[config.mk]
export PLATFORM = sky130hd
export DESIGN_NAME = three_phase_wrap_decoder
export DESIGN_NICKNAME = d
export VERILOG_FILES = /design/src/rtl/tpwd_pkg.sv /design/src/rtl/tpwd_sort.sv /design/src/rtl/tpwd_prep.sv /design/src/rtl/tpwd_div_step.sv /design/src/rtl/three_phase_wrap_decoder.sv
export SDC_FILE = /design/constraint.sdc
export NUM_CORES = 1
export LEC_CHECK = 0
export ABC_CLOCK_PERIOD_IN_PS = 10560
export BUFFER_PORTS_ARGS = -buffer_cell sky130_fd_sc_hd__buf_2
export CORE_MARGIN = 3
export CORE_UTILIZATION = 30
export DETAILED_ROUTE_END_ITERATION = 8
export HOLD_SLACK_MARGIN = 0.02
export PLACE_DENSITY = 0.44
export SYNTH_ARGS = -nofsm -noshare
export SYNTH_HDL_FRONTEND = slang
export SYNTH_SLANG_ARGS = --single-unit
[constraint.sdc]
create_clock -name clk -period 10.56 [get_ports clk]
set_input_delay 0.528 -clock clk [delete_from_list [all_inputs] [get_ports clk]]
set_output_delay 0.528 -clock clk [all_outputs]
set_load 0.02 [all_outputs]
[src/rtl/tpwd_pkg.sv]
// Shared widths, stage records and the flat-pixel phase table for the wrapped-phase decoder.
package tpwd_pkg;

  localparam int SampleW  = 8;
  localparam int SumW     = 10;
  localparam int TolW     = 17;
  localparam int PhaseW   = 17;
  localparam int DenW     = 11;
  localparam int OffW     = 3;
  localparam int StepBits = 4;
  localparam int DivSteps = 4;
  localparam int ProdW    = TolW + SumW;

  localparam logic [OffW-1:0] OFF_ZERO  = 3'd0;
  localparam logic [OffW-1:0] OFF_TWO   = 3'd2;
  localparam logic [OffW-1:0] OFF_FOUR  = 3'd4;
  localparam logic [OffW-1:0] OFF_SIX   = 3'd6;

  typedef struct packed {
    logic                valid;
    logic [SampleW-1:0]  range;
    logic [SampleW-1:0]  diff;
    logic [SumW-1:0]     sum;
    logic [OffW-1:0]     off;
    logic                neg;
  } sort_t;

  typedef struct packed {
    logic                valid;
    logic                masked;
    logic                flat;
    logic [DenW-1:0]     den;
    logic [DenW-1:0]     rem;
    logic [PhaseW-1:0]   quot;
  } div_t;

  function automatic logic [PhaseW-1:0] flat_phase(input logic [OffW-1:0] off);
    logic [PhaseW-1:0] p;
    case (off)
      OFF_TWO:  p = 17'd21845;
      OFF_FOUR: p = 17'd43690;
      OFF_SIX:  p = 17'd65536;
      default:  p = '0;
    endcase
    return p;
  endfunction

endpackage

[src/rtl/tpwd_sort.sv]
// First stage: orders the three samples and registers range, median offset, sum and case.
module tpwd_sort (
  input  logic                              clk,
  input  logic                              rst_n,
  input  logic                              in_valid,
  input  logic [tpwd_pkg::SampleW-1:0]      sample_a,
  input  logic [tpwd_pkg::SampleW-1:0]      sample_b,
  input  logic [tpwd_pkg::SampleW-1:0]      sample_c,
  output tpwd_pkg::sort_t                   sort_r
);

  tpwd_pkg::sort_t               sort_nxt;
  logic [tpwd_pkg::SampleW-1:0]  mx;
  logic [tpwd_pkg::SampleW-1:0]  md;
  logic [tpwd_pkg::SampleW-1:0]  mn;

  always_comb begin
    sort_nxt       = '0;
    sort_nxt.valid = in_valid;
    if (sample_b <= sample_c && sample_c <= sample_a) begin
      mx = sample_a; md = sample_c; mn = sample_b;
      sort_nxt.off = tpwd_pkg::OFF_ZERO; sort_nxt.neg = 1'b0;
    end else if (sample_b <= sample_a && sample_a <= sample_c) begin
      mx = sample_c; md = sample_a; mn = sample_b;
      sort_nxt.off = tpwd_pkg::OFF_TWO; sort_nxt.neg = 1'b1;
    end else if (sample_a <= sample_b && sample_b <= sample_c) begin
      mx = sample_c; md = sample_b; mn = sample_a;
      sort_nxt.off = tpwd_pkg::OFF_TWO; sort_nxt.neg = 1'b0;
    end else if (sample_a <= sample_c && sample_c <= sample_b) begin
      mx = sample_b; md = sample_c; mn = sample_a;
      sort_nxt.off = tpwd_pkg::OFF_FOUR; sort_nxt.neg = 1'b1;
    end else if (sample_c <= sample_a && sample_a <= sample_b) begin
      mx = sample_b; md = sample_a; mn = sample_c;
      sort_nxt.off = tpwd_pkg::OFF_FOUR; sort_nxt.neg = 1'b0;
    end else begin
      mx = sample_a; md = sample_b; mn = sample_c;
      sort_nxt.off = tpwd_pkg::OFF_SIX; sort_nxt.neg = 1'b1;
    end
    sort_nxt.range = mx - mn;
    sort_nxt.diff  = md - mn;
    sort_nxt.sum   = tpwd_pkg::SumW'(sample_a) + tpwd_pkg::SumW'(sample_b)
                   + tpwd_pkg::SumW'(sample_c);
  end

  always_ff @(posedge clk) begin
    if (!rst_n) begin
      sort_r <= '0;
    end else begin
      sort_r <= sort_nxt;
    end
  end

endmodule

[src/rtl/tpwd_prep.sv]
// Second stage: contrast test, numerator and divisor, and the top quotient bit.
module tpwd_prep (
  input  logic                           clk,
  input  logic                           rst_n,
  input  tpwd_pkg::sort_t                sort_i,
  input  logic [tpwd_pkg::TolW-1:0]      tol,
  output tpwd_pkg::div_t                 div_r
);

  tpwd_pkg::div_t                  div_nxt;
  logic [tpwd_pkg::ProdW-1:0]      limit;
  logic [tpwd_pkg::ProdW-1:0]      scaled;
  logic [tpwd_pkg::DenW-1:0]       offr;
  logic [tpwd_pkg::DenW-1:0]       num;
  logic                            top_bit;

  always_comb begin
    limit  = tpwd_pkg::ProdW'(tol) * tpwd_pkg::ProdW'(sort_i.sum);
    scaled = tpwd_pkg::ProdW'({sort_i.range, 16'b0});
    offr   = tpwd_pkg::DenW'(sort_i.off) * tpwd_pkg::DenW'(sort_i.range);
    if (sort_i.neg) begin
      num = offr - tpwd_pkg::DenW'(sort_i.diff);
    end else begin
      num = offr + tpwd_pkg::DenW'(sort_i.diff);
    end
    div_nxt        = '0;
    div_nxt.valid  = sort_i.valid;
    div_nxt.masked = scaled < limit;
    div_nxt.flat   = (sort_i.range == '0);
    div_nxt.den    = tpwd_pkg::DenW'({sort_i.range, 2'b0})
                   + tpwd_pkg::DenW'({sort_i.range, 1'b0});
    top_bit        = (num == div_nxt.den);
    if (div_nxt.flat) begin
      div_nxt.quot = tpwd_pkg::flat_phase(sort_i.off);
      div_nxt.rem  = '0;
    end else begin
      div_nxt.quot = tpwd_pkg::PhaseW'(top_bit);
      div_nxt.rem  = top_bit ? '0 : num;
    end
  end

  always_ff @(posedge clk) begin
    if (!rst_n) begin
      div_r <= '0;
    end else begin
      div_r <= div_nxt;
    end
  end

endmodule

[src/rtl/tpwd_div_step.sv]
// One divider stage: four restoring quotient bits per request, registered.
module tpwd_div_step (
  input  logic              clk,
  input  logic              rst_n,
  input  tpwd_pkg::div_t    div_i,
  output tpwd_pkg::div_t    div_r
);

  tpwd_pkg::div_t                  div_nxt;
  logic [tpwd_pkg::DenW-1:0]       rem;
  logic [tpwd_pkg::DenW:0]         wide;
  logic [tpwd_pkg::StepBits-1:0]   bits;

  always_comb begin
    div_nxt = div_i;
    rem     = div_i.rem;
    bits    = '0;
    wide    = '0;
    for (int i = tpwd_pkg::StepBits - 1; i >= 0; i--) begin
      wide = {rem, 1'b0};
      if (wide >= {1'b0, div_i.den}) begin
        bits[i] = 1'b1;
        wide    = wide - {1'b0, div_i.den};
      end
      rem = wide[tpwd_pkg::DenW-1:0];
    end
    if (!div_i.flat) begin
      div_nxt.rem  = rem;
      div_nxt.quot = {div_i.quot[tpwd_pkg::PhaseW-tpwd_pkg::StepBits-1:0], bits};
    end
  end

  always_ff @(posedge clk) begin
    if (!rst_n) begin
      div_r <= '0;
    end else begin
      div_r <= div_nxt;
    end
  end

endmodule

[src/rtl/three_phase_wrap_decoder.sv]
// Top level of the three-step wrapped-phase decoder: sort, prepare, divide, output register.
//
//  channel  | ports                                   | handshake
//  ---------+-----------------------------------------+---------------------------
//  request  | in_sample_a, in_sample_b, in_sample_c   | start high, busy low
//  result   | out_masked, out_wrapped_phase           | out_strobe for one cycle
//  config   | cfg_wr_data                             | cfg_wr_en, no wait
//
// One request is taken every cycle; busy is always low.
// Each result passes, in order, one sort stage, which captures at the edge that accepts its
// request, one preparation stage, four divider stages of four quotient bits each, and the
// output register.
// Reset clears the valid bits of every stage and sets the tolerance to zero.
// The receiver cannot stall, so the pipeline never holds.
module three_phase_wrap_decoder (
  input  logic                              clk,
  input  logic                              rst_n,
  input  logic                              start,
  output logic                              busy,
  input  logic [tpwd_pkg::SampleW-1:0]      in_sample_a,
  input  logic [tpwd_pkg::SampleW-1:0]      in_sample_b,
  input  logic [tpwd_pkg::SampleW-1:0]      in_sample_c,
  output logic                              out_strobe,
  output logic                              out_masked,
  output logic [tpwd_pkg::PhaseW-1:0]       out_wrapped_phase,
  input  logic                              cfg_wr_en,
  input  logic [tpwd_pkg::TolW-1:0]         cfg_wr_data
);

  logic [tpwd_pkg::TolW-1:0]    tol_r;
  tpwd_pkg::sort_t              sort_r;
  tpwd_pkg::div_t               div_s [tpwd_pkg::DivSteps+1];
  logic                         strobe_r;
  logic                         masked_r;
  logic [tpwd_pkg::PhaseW-1:0]  phase_r;

  assign busy = 1'b0;

  always_ff @(posedge clk) begin
    if (!rst_n) begin
      tol_r <= '0;
    end else if (cfg_wr_en) begin
      tol_r <= cfg_wr_data;
    end
  end

  tpwd_sort u_sort (
    .clk      (clk),
    .rst_n    (rst_n),
    .in_valid (start),
    .sample_a (in_sample_a),
    .sample_b (in_sample_b),
    .sample_c (in_sample_c),
    .sort_r   (sort_r)
  );

  tpwd_prep u_prep (
    .clk    (clk),
    .rst_n  (rst_n),
    .sort_i (sort_r),
    .tol    (tol_r),
    .div_r  (div_s[0])
  );

  for (genvar g = 0; g < tpwd_pkg::DivSteps; g++) begin : g_div
    tpwd_div_step u_step (
      .clk   (clk),
      .rst_n (rst_n),
      .div_i (div_s[g]),
      .div_r (div_s[g+1])
    );
  end

  always_ff @(posedge clk) begin
    if (!rst_n) begin
      strobe_r <= 1'b0;
    end else begin
      strobe_r <= div_s[tpwd_pkg::DivSteps].valid;
    end
  end

  always_ff @(posedge clk) begin
    masked_r <= div_s[tpwd_pkg::DivSteps].masked;
    phase_r  <= div_s[tpwd_pkg::DivSteps].masked ? '0 : div_s[tpwd_pkg::DivSteps].quot;
  end

  assign out_strobe        = strobe_r;
  assign out_masked        = masked_r;
  assign out_wrapped_phase = phase_r;

endmodule

**Yosys cells after proc, flatten, opt, wreduce, memory -nomap -nowiden**

Index checks and enable logic that the tools add are counted.
W data, S select, Z words.

- Output and inout port bits: 20
- Bits in registers: 254

- Eq/ne operators: 4
- $add $sub $neg: 22
- Bitwise logic cells: 1
- Order comparisons: 23
- Reductions and logical operators: 11
- Mux-type cells: 56
- $mul: 2

Operators by type and width:

| operator | number |
|---|---|
| $ge A12 B11 Y1 | 16 |
| $mux W11 | 16 |
| $sub A11 B11 Y11 | 15 |
| $mux W8 | 14 |
| $mux W28 | 3 |
| $pmux W17 S3 | 1 |
| $le A8 B8 Y1 | 6 |
| $lt A24 B27 Y1 | 1 |
| $mul A17 B10 Y27 | 1 |
| $mux W1 | 17 |
| $mux W17 | 1 |
| $sub A8 B8 Y8 | 2 |
| $mux W3 | 4 |
| $add A10 B9 Y11 | 1 |
| $add A11 B8 Y11 | 1 |
| $eq A11 B11 Y1 | 1 |
| $mul A3 B8 Y11 | 1 |
| $sub A11 B8 Y11 | 1 |
| $add A10 B8 Y10 | 1 |
| $add A8 B8 Y9 | 1 |
| $logic_not A8 Y1 | 1 |
| $eq A3 B3 Y1 const B | 2 |
| $logic_and A1 B1 Y1 | 5 |
| $reduce_or A5 Y1 | 1 |
| 6 further kinds | 6 |

**Longest topological paths before layout**

Gate-level depths: netlist of the first run.

- Word-level depth: 9
- Mapped depth: 41

**Modules after synthesis**

Synthesis of the first run repeated with hierarchy kept, for this count alone.

- Cell total of the unflattened synthesis: 3305
- Area, all modules: 27674.0 um2

Modules (own cells, without submodules):

| module | times used | cells each | area an instance (um2) |
|---|---|---|---|
| tpwd_prep | 1 | 976 | 8262.9 |
| tpwd_div_step at g_div[0].u_step ... | 2 | 464 | 3738.6 |
| tpwd_div_step at g_div[2].u_step | 1 | 463 | 3779.9 |
| tpwd_div_step at g_div[3].u_step | 1 | 458 | 3734.8 |
| tpwd_sort | 1 | 386 | 3258.1 |
| three_phase_wrap_decoder | 1 | 94 | 1161.1 |

**Worst setup path before layout of the first run**

Ideal clock, no wire load.

- Kind: register to register
- Start point: reg g_div[0].u_step.div_r[30] (netlist bit)
- End point: reg g_div[1].u_step.div_r[20] (netlist bit)
- Data arrival time: 8.243 ns
- Clock period less this slack: 8.375 ns
- Required time: 10.427 ns
- Stages on the path, launching flop included: 37
- Setup slack: 2.185 ns
- Library setup time: 0.133 ns
- Path through: dfxtp_1 inv_1 ha_1 nor2b_1 o2111ai_1 nand3b_1 o311ai_1 nand2_1 clkbuf_1 a21oi_1 ha_1 nor2b_1 o2111ai_1 a31oi_1 or4_1 a22oi_1 nand2_1 mux2_2 ha_1 and4_1 a41o_1 nor4_1 nor2_1 a211oi_1 a21oi_2 mux2_2 ha_1 or2_2 a21oi_1 a31oi_1 a41oi_1 o211ai_1 a211oi_1 a31o_2 buf_4 mux2i_1 a21oi_1

- Longest elaborated chain between the ends: 9
- Elaborated cells between the ends (all ways): 13

Ends and longest elaborated chain:

| what | line | RTL |
|---|---|---|
| from (decl) | tpwd_div_step.sv:6 | `output tpwd_pkg::div_t div_r` |
| from (signal assigned) | tpwd_div_step.sv:37 | `div_r <= div_nxt;` |
| $sub A11 B11 Y11 or $ge A12 B11 Y1 (tied branches) | tpwd_div_step.sv:23, tpwd_div_step.sv:21 |  |
| $mux W11 | tpwd_div_step.sv:21 | `if (wide >= {1'b0, div_i.den}) begin` |
| $sub A11 B11 Y11 or $ge A12 B11 Y1 (tied branches) | tpwd_div_step.sv:23, tpwd_div_step.sv:21 |  |
| $mux W11 | tpwd_div_step.sv:21 |  |
| $ge A12 B11 Y1 or $sub A11 B11 Y11 (tied branches) | tpwd_div_step.sv:21, tpwd_div_step.sv:23 |  |
| $mux W11 | tpwd_div_step.sv:21 |  |
| $sub A11 B11 Y11 or $ge A12 B11 Y1 (tied branches) | tpwd_div_step.sv:23, tpwd_div_step.sv:21 |  |
| $mux W11 * | tpwd_div_step.sv:21 |  |
| $mux W28 * | tpwd_div_step.sv:27 | `if (!div_i.flat) begin` |
| to (signal assigned) | tpwd_div_step.sv:37 |  |
| to (decl) | tpwd_div_step.sv:6 |  |

Mark *: on every way between the ends. The rest lies on a longest branch, timed or not.
A chain may end at the register's enable or synchronous reset.

**Final worst setup path of the first run**

- Start point: reg g_div[0].u_step.div_r[30] (netlist bit)
- End point: reg g_div[1].u_step.div_r[22] (netlist bit)

- Longest elaborated chain between the ends: 9
- Elaborated cells between the ends (all ways): 13

Ends and longest elaborated chain:

| what | line |
|---|---|
| $sub A11 B11 Y11 or $ge A12 B11 Y1 (tied branches) | tpwd_div_step.sv:23, tpwd_div_step.sv:21 |
| $mux W11 | tpwd_div_step.sv:21 |
| $sub A11 B11 Y11 or $ge A12 B11 Y1 (tied branches) | tpwd_div_step.sv:23, tpwd_div_step.sv:21 |
| $mux W11 | tpwd_div_step.sv:21 |
| $sub A11 B11 Y11 or $ge A12 B11 Y1 (tied branches) | tpwd_div_step.sv:23, tpwd_div_step.sv:21 |
| $mux W11 | tpwd_div_step.sv:21 |
| $sub A11 B11 Y11 or $ge A12 B11 Y1 (tied branches) | tpwd_div_step.sv:23, tpwd_div_step.sv:21 |
| $mux W11 * | tpwd_div_step.sv:21 |
| $mux W28 * | tpwd_div_step.sv:27 |

Marked as above.

==> impl_metrics.tcl, run 1 <==
set metrics [dict create \
    outcome "finished, final reports clean" \
    finalWirelength_mm 70.7 \
    holdCritStartpoint "start" \
    antenna_cells 0 \
    setup_slack_ns 0.653 \
    rows 103 \
    die-area_um2 83500 \
    ff2ff_setup_slack_ns 0.65 \
    synth_cell_types 91 \
    end_kind "flop" \
    via_count 20200 \
    ant_nets 0 \
    crit_type "reg2reg" \
    clockRootBuffer "clkbuf_16" \
    worst-endpoint-required_ns 10.96 \
    grt_usage 0.168 \
    path_common_cell "ha_1" \
    place_congestion 0.880 \
    layout-drive-gt1-share 0.0775 \
    pre_cts_slack_ns 0.517 \
    h-tree-depth 1 \
    cts_sinks 221 \
    ios 65 \
    initial_core_util 0.304 \
    clockBufferDepth 3 \
    grt_pass1_vias 20400 \
    portBuffers 63 \
    tritoncts "yes" \
    die_w_um 289 \
    slew_violations 0 \
    ys_warn_count 0 \
    tightest_slew_ns 0.859 \
    die_h_um 289 \
    relSlewSlack 0.427 \
    wl_per_cell_um 17.9 \
    grt_max_degree 59 \
    grt_pass1_wl_mm 112 \
    min_to "u_sort.sort_r[30]" \
    start_kind "flop" \
    netlist_instances 2871 \
    clk_pin_slew_ns 0.06 \
    slowest_delay_ns 0.51 \
    ys_async_sr_fraction 0 \
    hp-class "in2reg" \
    drt_iter0_markers 928 \
    cap_violations 0 \
    ys_seq_area_frac 0.184 \
    fin_skew_ns 0.0283 \
    via_per_inst 5.11 \
    post-cts-setup-buffers 0 \
    dr.pass1.iters 5 \
    insertion_delay_ns 0.57 \
    fmax_mhz 101 \
    synth_area_um2 24000 \
    holdPathStages 2 \
    worstReg2RegEnd "g_div[1].u_step.div_r[22]" \
    syn-num-nets 3362 \
    core_region_area_um2 79100 \
    cp_max_fo 11 \
    dp_hpwl_mm 55.8 \
    synth_edf_count 0 \
    ff2ff_path_depth 34 \
    areaGrowthSynthToFinish_pct 9.64 \
    layout.nets 3376 \
    antenna_found_initial 0 \
    grt_overflow 0 \
    synth-seq-cells 221 \
    fin_crit_ns 9.91 \
    setup-violations-final 0 \
    finalCritPeriodShare 0.938 \
    hold_violations 0 \
    numCtsBuffers 28 \
    reg2reg_from "g_div[0].u_step.div_r[30]" \
    drc 0 \
    crit_arrival_ns 10.31 \
    syn_area_per_cell_um2 8.37 \
    critPathSlowestCell "or4_1" \
    finalCoreUtilization 0.333 \
    hold_buffers 0 \
    yosys_most_used_dff "dfxtp_1" \
    final.setup.tns_ns 0 \
    rsz0062_at_grt "no" \
]
state kept, by name, summed over array words and instances, names as in the netlist:
signal and cells:
out_masked 1, out_wrapped_phase 17, tol_r 17, u_prep.div_r 28
u_sort.sort_r 30, g_div.u_step.div_r 127, out_strobe 1
cells by family after synthesis:
| logic type | synth area share |
|---|---|
| mux | 0.0594 |
| xor+xnor | 0.0619 |
| fa+ha+maj | 0.274 |
| compound gates | 0.183 |
| other cells | 0.000156 |
| flops | 0.184 |
| buf+inv | 0.0550 |
| simple gates | 0.183 |
routing by layer:
metal	routed length, um	GRT usage	vias to the layer above
met1	33000	0.224	9696
met2	33200	0.286	373
met3	2910	0.0224	85
met5	0	0	-
li1	-	-	10000
met4	1650	0.0402	0
synthesized netlist by cell type, types with 25 or more instances:
| library cell | count | area share |
|---|---|---|
| ha_1 | 313 | 0.16 |
| inv_1 | 248 | 0.039 |
| nor2_1 | 242 | 0.038 |
| nand2_1 | 224 | 0.035 |
| dfxtp_1 | 221 | 0.18 |
| a21oi_1 | 194 | 0.040 |
| fa_1 | 133 | 0.11 |
| o21ai_0 | 125 | 0.026 |
| and2_1 | 121 | 0.031 |
| xnor2_1 | 100 | 0.036 |
| a21o_1 | 85 | 0.027 |
| clkbuf_1 | 83 | 0.013 |
| mux2i_1 | 68 | 0.028 |
| nor2b_1 | 63 | 0.016 |
| mux2_2 | 62 | 0.029 |
| xor2_1 | 57 | 0.021 |
| nor3_1 | 55 | 0.011 |
| o21a_1 | 37 | 0.012 |
| nand2b_1 | 35 | 0.0091 |
| nand3_1 | 29 | 0.0060 |
| nand4_1 | 25 | 0.0065 |
final cells by class:
class / count / area, um2
clock buffers: 34 / 764
fillers: 8362 / 52800
clock inverters: 14 / 149
well taps: 1050 / 1310
repair buffers: 76 / 413
inverters: 254 / 956
flip-flops and latches: 221 / 4420
multi-input cells: 2304 / 18300
critical path, delay by kind of cell (launching register included):
family | cells | cell delay [ns]
buffers and inverters | 1 | 0.26
flip-flops | 1 | 0.31
AO/OA/AOI/OAI | 17 | 4.37
AND/OR/NAND/NOR | 9 | 2.42
multiplexers | 3 | 1.02
adder cells (fa/ha/maj) | 4 | 1.34
cells in the final DEF, fill, tap and decap left out, types with 13 or more instances in the layout:
cell type    n
fa_1       133
o211ai_1    16
buf_4       13
a21o_1      85
nor2b_1     63
nand2b_1    35
mux2_2      62
nor3_1      55
o22ai_1     21
nor2_1     242
inv_1      248
nand3_1     29
o21a_1      37
dfxtp_1    221
nand4_1     25
and2_1     122
buf_2       63
xnor2_1    100
nand2_1    223
o21bai_1    18
mux2i_1     68
and3_1      19
a31oi_1     23
clkbuf_16   29
ha_1       313
a211oi_1    16
a21oi_1    194
o21ai_0    125
xor2_1      57
stage by stage:
stage | cell area [um2] | cells | hold slack (ns)
after floorplan | 24000 | 2871 | 0.406
after global routing | 26400 | 3953 | 0.172
after global placement | 25400 | 3905 | 0.415
final | 26400 | 3953 | 0.191
after detailed placement | 25400 | 3905 | 0.419
after CTS | 26300 | 3953 | 0.151
worst max-delay path by stage:
stage / from / endpoint / slack, ns / cells after the start
after floorplan: g_div[0].u_step.div_r[30] / g_div[1].u_step.div_r[20] / 2.18 / 36
after global placement: g_div[0].u_step.div_r[30] / g_div[1].u_step.div_r[23] / 0.58 / 34
after detailed placement: g_div[0].u_step.div_r[32] / g_div[1].u_step.div_r[24] / 0.52 / 34
after CTS: g_div[0].u_step.div_r[32] / g_div[1].u_step.div_r[23] / 0.46 / 34
after global routing: g_div[0].u_step.div_r[30] / g_div[1].u_step.div_r[21] / 0.01 / 35
final: g_div[0].u_step.div_r[30] / g_div[1].u_step.div_r[22] / 0.65 / 34
timing repair:
action / in CTS / in global routing
hold endpoints to repair: 0 / 0
endpoints found under the setup margin: 0 / 11
gates resized for setup: 0 / 7
Power of run 1 is left out: the tool's default activity adds up to more than one toggle a clock period on the data nets, which glitch-free logic cannot reach.
==> inputs of run 2 (changes only) <==
--- a/config.mk
+++ b/config.mk
@@ -7,6 +7,7 @@
 export LEC_CHECK = 0
 export ABC_CLOCK_PERIOD_IN_PS = 10560
 export BUFFER_PORTS_ARGS = -buffer_cell sky130_fd_sc_hd__buf_2
+export CORE_ASPECT_RATIO = 2
 export CORE_MARGIN = 3
 export CORE_UTILIZATION = 30
 export DETAILED_ROUTE_END_ITERATION = 8
==> impl_metrics.tcl, run 2 (synthesis results as in run 1) <==
set metrics [dict create \
    outcome "finished, final reports clean" \
    ios 65 \
    initial_core_util 0.303 \
    start_kind "flop" \
    cts_sinks 221 \
    tritoncts "yes" \
    wl_met1_mm 25.7 \
    setup-violations-final 0 \
    finalCritPeriodShare 0.944 \
    via_per_inst 5.22 \
    place_congestion 0.971 \
    fin_skew_ns 0.0192 \
    finalWirelength_mm 80.8 \
    wl_per_cell_um 20.5 \
    rsz0062_at_grt "no" \
    holdPathStages 2 \
    worst-endpoint-required_ns 10.98 \
    drt_iter0_markers 728 \
    layout.nets 3378 \
    slew_violations 0 \
    wl_met2_mm 46.9 \
    cap_violations 0 \
    grt_overflow 0 \
    post-cts-setup-buffers 0 \
    core_region_area_um2 79300 \
    hold_buffers 0 \
    final_common_cell "ha_1" \
    clockBufferDepth 3 \
    top_register "g_div.u_step.div_r" \
    pre_cts_slack_ns 0.355 \
    final.setup.tns_ns 0 \
    numCtsBuffers 24 \
    cts_resized 0 \
    most-common-layout-cells "313 x ha_1, 248 x inv_1, 242 x nor2_1, 223 x nand2_1, 221 x dfxtp_1" \
    end_kind "flop" \
    grt_max_degree 61 \
    setup_slack_ns 0.594 \
    fmax_mhz 100 \
    relSlewSlack 0.321 \
    grt_pass1_vias 22300 \
    insertion_delay_ns 0.56 \
    die_w_um 206 \
    dr.pass1.iters 5 \
    worst-path-stages 33 \
    antenna_found_initial 3 \
    grt_usage 0.191 \
    n_fill_cell 8436 \
    portBuffers 63 \
    ant_nets 0 \
    clk_pin_slew_ns 0.07 \
    critPathSlowestCell "or4_1" \
    dp_hpwl_mm 66.5 \
    clockRootBuffer "clkbuf_16" \
    rows 146 \
    crit_type "reg2reg" \
    dr_wl_met3_mm 1.87 \
    largestRegisters "g_div.u_step.div_r x127, u_sort.sort_r x30, u_prep.div_r x28" \
    via_count 20600 \
    highest_layer "met5" \
    slowest_delay_ns 0.58 \
    cp_max_fo 11 \
    drc 0 \
    layout-drive-gt1-share 0.0745 \
    path_common_cell "ha_1" \
    critPathBufInv 1 \
    ff2ff_path_depth 33 \
    h-tree-depth 1 \
    hp-class "in2reg" \
    crit_arrival_ns 10.38 \
    die-area_um2 83800 \
    hold_violations 0 \
    areaGrowthSynthToFinish_pct 9.21 \
    grt_pass1_wl_mm 124 \
    fin_crit_ns 9.97 \
    die_h_um 406 \
    cp_top_family "compound AO/OA/AOI/OAI gates" \
    tightest_slew_ns 1.01 \
    largest_register_ffs 127 \
]
run 2: final timing paths:
| path | startpoint | end | slack [ns] |
|---|---|---|---|
| worst max register to register | g_div[0].u_step.div_r[33] | g_div[1].u_step.div_r[24] | 0.59 |
| worst min register to register | g_div[0].u_step.div_r[40] | g_div[1].u_step.div_r[40] | 0.43 |
| worst min-delay path | start | u_sort.sort_r[30] | 0.19 |
| worst max-delay path | g_div[0].u_step.div_r[33] | g_div[1].u_step.div_r[24] | 0.59 |
run 2: layout make-up:
class                   instances  area [um2]  share of cell area
clock buffers                  33         644              0.0245
clock inverters                 7         121             0.00462
flip-flops and latches        221        4420               0.169
repair buffers                 82         483              0.0184
well taps                    1036        1300              0.0494
diodes                          1        2.50           0.0000953
inverters                     254         956              0.0364
multi-input cells            2304       18300               0.698
run 2: routing by layer:
metal	global-route usage	vias up
met5	0	-
met3	0.0162	225
li1	-	9990
met4	0.124	6
met2	0.402	389
met1	0.163	9955
run 2: through the flow:
stage,hold WS [ns],util,instance area [um2],instances
detailed placement,0.418,0.321,25400,3897
finish,0.189,0.331,26200,3938
CTS,0.153,0.331,26200,3937
global placement,0.424,0.321,25400,3897
global route,0.176,0.331,26200,3937
floorplan,0.406,-,24000,2871
Power of run 2 is left out for the same reason.
